`config.mk`:
```
export PLATFORM = sky130hd
export DESIGN_NAME = motor_endstop_current_detector_unit
export DESIGN_NICKNAME = d
export VERILOG_FILES = /design/src/design/mecd_pkg.sv /design/src/design/motor_endstop_current_detector_unit.sv
export SDC_FILE = /design/constraint.sdc
export NUM_CORES = 2
export LEC_CHECK = 0
export BUFFER_PORTS_ARGS = -buffer_cell sky130_fd_sc_hd__buf_2
export CAP_MARGIN = 0
export CORE_ASPECT_RATIO = 1.75
export CORE_MARGIN = 1.5
export CORE_UTILIZATION = 48
export CTS_CLUSTER_DIAMETER = 100
export DETAILED_ROUTE_END_ITERATION = 6
export PLACE_DENSITY = 0.66
export SYNTH_ARGS = -nofsm -noshare
export SYNTH_HDL_FRONTEND = slang
export SYNTH_SLANG_ARGS = --single-unit
```
`constraint.sdc`:
```
create_clock -name aclk -period 16.7 [get_ports aclk]
set_clock_uncertainty 0.05 [all_clocks]
set_input_delay 1.67 -clock aclk [delete_from_list [all_inputs] [get_ports aclk]]
set_output_delay 1.67 -clock aclk [all_outputs]
set_load 0.01 [all_outputs]
```
`src/design/mecd_pkg.sv`:
```
`default_nettype none

package mecd_pkg;

    localparam int CfgDataWidth = 48;
    localparam int CfgIndexWidth = 3;

    localparam logic [CfgIndexWidth-1:0] CfgIntegralDecay = 3'd0;
    localparam logic [CfgIndexWidth-1:0] CfgIntegralLimit = 3'd1;
    localparam logic [CfgIndexWidth-1:0] CfgEdgeRiseThreshold = 3'd2;
    localparam logic [CfgIndexWidth-1:0] CfgMinSteepness = 3'd3;
    localparam logic [CfgIndexWidth-1:0] CfgFallingRatio = 3'd4;

    localparam logic [1:0] OpSample = 2'd0;
    localparam logic [1:0] OpReadClear = 2'd1;
    localparam logic [1:0] OpClear = 2'd2;

    localparam logic [1:0] DetNone = 2'd0;
    localparam logic [1:0] DetOvercurrent = 2'd1;
    localparam logic [1:0] DetRisingEdge = 2'd2;

    // adc to microamps, filter weight and exact reciprocal of 179 (valid below 2^31)
    localparam logic [31:0] AdcScale = 32'd806;
    localparam logic [31:0] FiltKeep = 32'd178;
    localparam logic [31:0] FiltRecip = 32'd3071261531;
    localparam int FiltShift = 39;
    localparam logic [21:0] FiltMax = 22'd3300570;

    typedef struct packed {
        logic [1:0]  op;
        logic [11:0] adc_sample;
        logic [63:0] sample_time;
    } in_word_t;

    typedef struct packed {
        logic [1:0]  detect_state;
        logic [63:0] event_time;
        logic [21:0] filtered_current;
    } out_word_t;

endpackage

`default_nettype wire

```
`src/design/motor_endstop_current_detector_unit.sv`:
```
// Motor end-stop current detector.
// Input words (s_valid/s_ready/s_data) carry an op, a raw 12-bit ADC current
// sample and a microsecond timestamp. Op sample filters the current, updates
// the leaky current-time integral and, on every DECIMATION-th sample, runs the
// rising-edge tracker. Op read-and-clear reports and clears the latched state,
// op clear clears it. Every input word gives exactly one result word
// (m_valid/m_ready/m_data): latched state, event time and filtered current.
// Configuration registers are written through cfg_we/cfg_index/cfg_wdata; the
// user must do so only while the block is idle (the block does not enforce it).
// Writes to unknown indexes are ignored.
// One 32x32 multiplier is shared by all products under a sequencer. A sample
// word steps through the filter, integral and limit states and, on a decimated
// sample, the edge tracker, which stops once a rising edge latches; other ops
// go straight to the result state. s_ready is low while a word is in work.
// A finished result sits in the output register; the next input word is still
// taken while it waits, but that word's result holds until m_ready frees it.
// Reset (aresetn low, synchronous) clears the sequencer, filter, integral, edge
// and latch state and loads the register defaults.
`default_nettype none

module motor_endstop_current_detector_unit
    import mecd_pkg::*;
#(
    parameter int DECIMATION = 20
) (
    input  wire logic                     aclk,
    input  wire logic                     aresetn,
    input  wire logic                     s_valid,
    output logic                          s_ready,
    input  wire in_word_t                 s_data,
    output logic                          m_valid,
    input  wire logic                     m_ready,
    output out_word_t                     m_data,
    input  wire logic                     cfg_we,
    input  wire logic [CfgIndexWidth-1:0] cfg_index,
    input  wire logic [CfgDataWidth-1:0]  cfg_wdata
);

    localparam logic [7:0] DecimCount = 8'(DECIMATION);

    typedef enum logic [3:0] {
        ST_IDLE, ST_KEEP, ST_CUR, ST_SUM, ST_DIV, ST_INT, ST_DEC, ST_SUB,
        ST_LIM, ST_RISE, ST_STLO, ST_STHI, ST_STCMP, ST_FALLM, ST_FALLC, ST_DONE
    } state_t;

    state_t state_reg;

    logic [21:0] decay_reg;
    logic [47:0] limit_reg;
    logic [21:0] rise_thr_reg;
    logic [15:0] steep_min_reg;
    logic [7:0]  ratio_reg;

    in_word_t    in_reg;
    out_word_t   out_reg;
    logic        m_valid_reg;

    logic [21:0] filter_value_reg;
    logic [63:0] last_time_reg;
    logic [63:0] integ_reg;
    logic [7:0]  decim_reg;
    logic [21:0] prev_dec_reg;
    logic [21:0] edge_level_reg;
    logic [63:0] edge_time_reg;
    logic [21:0] edge_peak_reg;
    logic [1:0]  latched_state_reg;
    logic [63:0] latched_time_reg;

    logic [63:0] prod_reg;
    logic [31:0] dt_reg;
    logic [30:0] num_reg;
    logic [21:0] f_reg;
    logic [21:0] old_reg;
    logic [63:0] span_reg;
    logic [63:0] lo_reg;

    logic [31:0] mul_a;
    logic [31:0] mul_b;
    logic [63:0] mul_full;
    logic [21:0] div_f;
    logic [64:0] sub_full;
    logic [7:0]  decim_next;
    logic [22:0] rise_sum;
    logic        rise_hit;
    logic [63:0] steep_sum;
    logic [31:0] rise_diff;
    logic        steep_hit;
    logic [31:0] fall_amt;
    logic [31:0] height;
    logic        fall_hit;
    logic [1:0]  done_state;

    // shared multiplier operand select
    always_comb begin
        mul_a = '0;
        mul_b = '0;
        unique case (state_reg)
            ST_KEEP: begin
                mul_a = 32'(filter_value_reg);
                mul_b = FiltKeep;
            end
            ST_CUR: begin
                mul_a = 32'(in_reg.adc_sample);
                mul_b = AdcScale;
            end
            ST_DIV: begin
                mul_a = 32'(num_reg);
                mul_b = FiltRecip;
            end
            ST_INT: begin
                mul_a = 32'(div_f);
                mul_b = dt_reg;
            end
            ST_DEC: begin
                mul_a = 32'(decay_reg);
                mul_b = dt_reg;
            end
            ST_STLO: begin
                mul_a = 32'(steep_min_reg);
                mul_b = span_reg[31:0];
            end
            ST_STHI: begin
                mul_a = 32'(steep_min_reg);
                mul_b = span_reg[63:32];
            end
            ST_FALLM: begin
                mul_a = fall_amt;
                mul_b = 32'(ratio_reg);
            end
            default: begin
                mul_a = '0;
                mul_b = '0;
            end
        endcase
    end

    assign mul_full   = mul_a * mul_b;
    assign div_f      = prod_reg[FiltShift +: 22];
    assign sub_full   = {1'b0, integ_reg} - {1'b0, prod_reg};
    assign decim_next = decim_reg + 8'd1;
    assign rise_sum   = {1'b0, edge_level_reg} + {1'b0, rise_thr_reg};
    assign rise_hit   = {1'b0, f_reg} >= rise_sum;
    assign steep_sum  = lo_reg + {prod_reg[31:0], 32'd0};
    assign rise_diff  = 32'(f_reg) - 32'(edge_level_reg);
    assign steep_hit  = {32'd0, rise_diff} <= steep_sum;
    assign fall_amt   = 32'(edge_peak_reg) - 32'(f_reg);
    assign height     = 32'(edge_peak_reg) - 32'(edge_level_reg);
    assign fall_hit   = (f_reg < old_reg) && (prod_reg[31:0] > height);
    assign done_state = (in_reg.op == OpClear) ? DetNone : latched_state_reg;

    // configuration registers
    always_ff @(posedge aclk) begin
        if (!aresetn) begin
            decay_reg     <= '0;
            limit_reg     <= '1;
            rise_thr_reg  <= '1;
            steep_min_reg <= '0;
            ratio_reg     <= 8'd2;
        end else if (cfg_we) begin
            unique case (cfg_index)
                CfgIntegralDecay:     decay_reg     <= cfg_wdata[21:0];
                CfgIntegralLimit:     limit_reg     <= cfg_wdata[47:0];
                CfgEdgeRiseThreshold: rise_thr_reg  <= cfg_wdata[21:0];
                CfgMinSteepness:      steep_min_reg <= cfg_wdata[15:0];
                CfgFallingRatio:      ratio_reg     <= cfg_wdata[7:0];
                default: begin
                end
            endcase
        end
    end

    // sequencer and datapath
    always_ff @(posedge aclk) begin
        if (!aresetn) begin
            state_reg         <= ST_IDLE;
            m_valid_reg       <= 1'b0;
            filter_value_reg  <= '0;
            last_time_reg     <= '0;
            integ_reg         <= '0;
            decim_reg         <= '0;
            prev_dec_reg      <= '0;
            edge_level_reg    <= '0;
            edge_time_reg     <= '0;
            edge_peak_reg     <= '0;
            latched_state_reg <= DetNone;
            latched_time_reg  <= '0;
        end else begin
            prod_reg <= mul_full;
            if (m_ready && state_reg != ST_DONE) begin
                m_valid_reg <= 1'b0;
            end
            unique case (state_reg)
                ST_IDLE: begin
                    if (s_valid) begin
                        in_reg    <= s_data;
                        state_reg <= (s_data.op == OpSample) ? ST_KEEP : ST_DONE;
                    end
                end
                ST_KEEP: begin
                    dt_reg    <= 32'(in_reg.sample_time - last_time_reg);
                    state_reg <= ST_CUR;
                end
                ST_CUR: begin
                    num_reg   <= prod_reg[30:0];
                    state_reg <= ST_SUM;
                end
                ST_SUM: begin
                    num_reg   <= num_reg + 31'(prod_reg[21:0]);
                    state_reg <= ST_DIV;
                end
                ST_DIV: begin
                    state_reg <= ST_INT;
                end
                ST_INT: begin
                    f_reg            <= div_f;
                    filter_value_reg <= div_f;
                    last_time_reg    <= in_reg.sample_time;
                    state_reg        <= ST_DEC;
                end
                ST_DEC: begin
                    integ_reg <= integ_reg + prod_reg;
                    state_reg <= ST_SUB;
                end
                ST_SUB: begin
                    integ_reg <= sub_full[64] ? '0 : sub_full[63:0];
                    state_reg <= ST_LIM;
                end
                ST_LIM: begin
                    if (integ_reg > 64'(limit_reg)) begin
                        integ_reg         <= '0;
                        latched_state_reg <= DetOvercurrent;
                        latched_time_reg  <= in_reg.sample_time;
                    end
                    if (decim_next == DecimCount) begin
                        decim_reg <= '0;
                        state_reg <= ST_RISE;
                    end else begin
                        decim_reg <= decim_next;
                        state_reg <= ST_DONE;
                    end
                end
                ST_RISE: begin
                    prev_dec_reg <= f_reg;
                    old_reg      <= prev_dec_reg;
                    span_reg     <= in_reg.sample_time - edge_time_reg;
                    if (rise_hit) begin
                        latched_state_reg <= DetRisingEdge;
                        latched_time_reg  <= edge_time_reg;
                        edge_level_reg    <= f_reg;
                        edge_time_reg     <= in_reg.sample_time;
                        edge_peak_reg     <= f_reg;
                        state_reg         <= ST_DONE;
                    end else begin
                        state_reg <= ST_STLO;
                    end
                end
                ST_STLO: begin
                    state_reg <= ST_STHI;
                end
                ST_STHI: begin
                    lo_reg    <= prod_reg;
                    state_reg <= ST_STCMP;
                end
                ST_STCMP: begin
                    if (steep_hit) begin
                        edge_level_reg <= f_reg;
                        edge_time_reg  <= in_reg.sample_time;
                        edge_peak_reg  <= f_reg;
                    end
                    state_reg <= ST_FALLM;
                end
                ST_FALLM: begin
                    state_reg <= ST_FALLC;
                end
                ST_FALLC: begin
                    if (fall_hit) begin
                        edge_level_reg <= f_reg;
                        edge_time_reg  <= in_reg.sample_time;
                        edge_peak_reg  <= f_reg;
                    end else if (f_reg > edge_peak_reg) begin
                        edge_peak_reg <= f_reg;
                    end
                    state_reg <= ST_DONE;
                end
                ST_DONE: begin
                    if (!m_valid_reg || m_ready) begin
                        out_reg.detect_state     <= done_state;
                        out_reg.event_time       <= (done_state != DetNone) ?
                                                    latched_time_reg : '0;
                        out_reg.filtered_current <= filter_value_reg;
                        m_valid_reg              <= 1'b1;
                        if (in_reg.op == OpReadClear || in_reg.op == OpClear) begin
                            latched_state_reg <= DetNone;
                        end
                        state_reg <= ST_IDLE;
                    end
                end
                default: begin
                    state_reg <= ST_IDLE;
                end
            endcase
        end
    end

    assign s_ready = (state_reg == ST_IDLE);
    assign m_valid = m_valid_reg;
    assign m_data  = out_reg;

endmodule

`default_nettype wire

```
==> flow_metrics.tcl <==
set metrics [dict create \
    r2r_end "prod_reg[56]" \
    reg2reg_depth 38 \
    top_cell_type_by_total_area_after_synthesis "sky130_fd_sc_hd__fa_1" \
    synth_edf_count 465 \
    critical_path.most_common_cell "sky130_fd_sc_hd__fa_1" \
    clock-sinks 908 \
    yosysUniqueCellTypes 95 \
    vias_in_the_first_global_route 76020 \
    critical_path.endpoint_type "flop" \
    final_layout_size_suffix_gt1_share_pct 6.582 \
    result_of_the_run "finished with violations" \
    worst-endpoint-arrival_ns 11.92 \
    synth-async-reset-ratio_pct 0 \
    cts-resized-gates 0 \
    largest_register_ff_count 88 \
    min_period_over_period_pct 68.95 \
    failed_checks "DRC" \
    synthCells 9731 \
    core_mm2 0.1804 \
    grt_antenna_before_repair 21 \
    ys.flop_type "sky130_fd_sc_hd__edfxtp_1" \
    setup_viol 0 \
    critPathKind "flop to flop" \
    top_level_ports 224 \
    compound_cell_area_share_of_the_yosys_netlist_pct 15.16 \
    critPathMaxStageDelay_ns 0.94 \
    timing.critical_path.slowest_stage_cell "sky130_fd_sc_hd__nor2_1" \
    grt_max_degree 143 \
    hold-path-cell-count 0 \
    clockRootBuffer "sky130_fd_sc_hd__clkbuf_16" \
    synth_area_leaders "sky130_fd_sc_hd__fa_1, sky130_fd_sc_hd__edfxtp_1, sky130_fd_sc_hd__ha_1" \
    port-buffer-count 223 \
    weighted_congestion_reported_at_the_end_of_routability_driven_placement 1.037 \
    max-clock-path-buffers 3 \
    htree_levels 3 \
    synth_largest_type_area_fraction_pct 20.77 \
    worstHoldPathType "flop to flop" \
    yosysSeqAreaShare_pct 26.15 \
    antenna_violating_nets_post_route 0 \
    clkSlewWorstSetupHoldPaths_ns 0.07 \
    layout-area-overhead-vs-synth_pct 8.704 \
    total_clock_buffers_created_by_cts 90 \
    die_width_um 325.4 \
    num-nets-final 11700 \
    netlist_top_cells_count "sky130_fd_sc_hd__inv_1, sky130_fd_sc_hd__nand2_1, sky130_fd_sc_hd__fa_1, sky130_fd_sc_hd__ha_1, sky130_fd_sc_hd__nor2_1" \
    worst-slew-pin-transition_ns 1.422 \
    dpl.hpwl_um 266400 \
    detailroute.via_count 73970 \
    synth.cell_area_mm2 0.08732 \
    worst-r2r-setup-slack_ns 5.19 \
    vias_per_cell 5.980 \
    die_height_um 567.2 \
    max_slew_violation_count 0 \
    drc 11 \
    globalRouteTotalUtil_pct 36.73 \
    synthMuxAreaShare_pct 1.378 \
    routed_wirelength_normalized_by_instance_count_um 27.60 \
    synth_top_family_by_area "adder cells" \
    final_period_minus_worst_setup_slack_ns 11.51 \
    number_of_failing_hold_endpoints_at_the_final_stage 0 \
    hold_path_startpoint "prev_dec_reg[17]" \
    cap_violations 0 \
    floorplan.die_area_mm2 0.1846 \
    drt_pre_antenna_iters 7 \
    floorplan.initialDensity_pct 48.40 \
    post_synth_xor_area_fraction_pct 2.698 \
    reg2reg_from "f_reg[0]" \
    crit_required_ns 17.10 \
    n_fill_cell 16880 \
    post_cts_buffers 0 \
    setup_total_negative_slack_ns 0 \
    post_synth_fa_ha_maj_area_fraction_pct 31.98 \
    fin_worst_hold_slack_ns 0.3773 \
    holdPathEnd "old_reg[17]" \
    syn-mean-instance-area_um2 8.973 \
    max_slew_margin_pct 4.549 \
    rows 206 \
    crit_fanout 16 \
    wl_um 341300 \
    critical_path.startpoint_type "flop" \
    hold_buffers_post_cts 0 \
    grt-ovfl-total 0 \
    worst_skew_pair.late_latency_ns 0.76 \
    yosys_warnings 0 \
    post-synth-top-count-cell "sky130_fd_sc_hd__inv_1" \
    grt_pass1_wl_um 495600 \
    synth.ff_latch_count 908 \
    rsz0062_at_grt "false" \
    yosys.area_share.simple_pct 14.19 \
    drt_first_iter_violations 6348 \
    maxClockFrequency_mhz 86.85 \
    cts_tree "yes" \
]
[cell type report]
class	instances	area (um^2)	share of cell area (%)
flip-flops and latches	908	22830	24.05
clock inverters	48	643.1	0.6776
inverters	1488	5590	5.890
well taps	2392	2993	3.153
repair buffers	410	2556	2.693
multi-input cells	6976	57720	60.81
clock buffers	121	2521	2.656
diodes	26	65.06	0.06855
[logic make-up after synthesis]
family | Yosys count
DFF | 908
buffers and inverters | 1941
AOI/OAI and AO/OA | 1982
xor gates and xnor gates | 269
adders and majority gates | 1688
other | 2
and+or+nand+nor | 2821
muxes | 120
[per-layer routing]
layer  track usage, %  part of all wire [%]  vias up
li1                 -                     -    32750
met1            38.37                    33    36350
met2            62.48                    48     3575
met5                0                 0.010        -
met3            6.696                   7.2     1287
met4            33.83                    11        6
[metrics by stage]
stage               utilization, %  setup slack [ns]  cells  cell area, um^2
finish                       52.61             5.186  12370            94920
global route                 52.59             4.687  12360            94880
CTS                          52.56             5.421  12340            94830
detailed placement           50.80             5.428  12170            91660
global placement             50.80             5.460  12170            91660
floorplan                        -             6.369   9825            87670
[worst max-delay path, delay by kind of cell, from the launching register on]
kind,cells,cell delay (ns)
adder cells (fa/ha/maj),11,4.49
AO/OA/AOI/OAI,14,4.16
AND/OR/NAND/NOR,6,1.44
buffers and inverters,6,0.54
flip-flops,1,0.43
XOR/XNOR,1,0.16
[cells in the final DEF (no fill, tap or decap), types with 28 or more instances in the layout]
cell type	instances
sky130_fd_sc_hd__ha_1	782
sky130_fd_sc_hd__o21a_1	69
sky130_fd_sc_hd__nor2_1	667
sky130_fd_sc_hd__or3_1	28
sky130_fd_sc_hd__inv_1	1484
sky130_fd_sc_hd__mux2i_1	117
sky130_fd_sc_hd__o21bai_1	61
sky130_fd_sc_hd__o21ai_0	289
sky130_fd_sc_hd__a21o_1	175
sky130_fd_sc_hd__and3_1	47
sky130_fd_sc_hd__nand3_1	133
sky130_fd_sc_hd__xor2_1	94
sky130_fd_sc_hd__a32o_1	28
sky130_fd_sc_hd__a31oi_1	37
sky130_fd_sc_hd__clkbuf_16	92
sky130_fd_sc_hd__fa_1	906
sky130_fd_sc_hd__dfxtp_1	443
sky130_fd_sc_hd__nor2b_1	138
sky130_fd_sc_hd__conb_1	96
sky130_fd_sc_hd__buf_2	223
sky130_fd_sc_hd__xnor2_1	174
sky130_fd_sc_hd__nand2b_1	61
sky130_fd_sc_hd__o211ai_1	142
sky130_fd_sc_hd__a211oi_1	53
sky130_fd_sc_hd__edfxtp_1	465
sky130_fd_sc_hd__nand4_1	106
sky130_fd_sc_hd__buf_4	183
sky130_fd_sc_hd__and2_1	35
sky130_fd_sc_hd__nor4_1	31
sky130_fd_sc_hd__or2_2	29
sky130_fd_sc_hd__o221ai_1	38
sky130_fd_sc_hd__a22oi_1	54
sky130_fd_sc_hd__o31ai_1	36
sky130_fd_sc_hd__a21oi_1	615
sky130_fd_sc_hd__and4_1	30
sky130_fd_sc_hd__o211a_1	73
sky130_fd_sc_hd__nand2_1	1364
sky130_fd_sc_hd__a211o_1	28
sky130_fd_sc_hd__nor3_1	91
sky130_fd_sc_hd__a221o_1	37
[worst max path at each step]
stage	slack [ns]	endpoint	startpoint	cells past startpoint
after global placement	5.46	prod_reg[56]	f_reg[0]	40
after detailed placement	5.43	prod_reg[56]	f_reg[2]	40
after global routing	4.69	prod_reg[56]	f_reg[0]	38
final	5.19	prod_reg[56]	f_reg[0]	38
after floorplan	6.37	prod_reg[63]	f_reg[1]	38
after CTS	5.42	prod_reg[56]	f_reg[2]	40
Power is left out: the tool's default activity adds up to more than one toggle a clock period on the data nets, which glitch-free logic cannot reach.
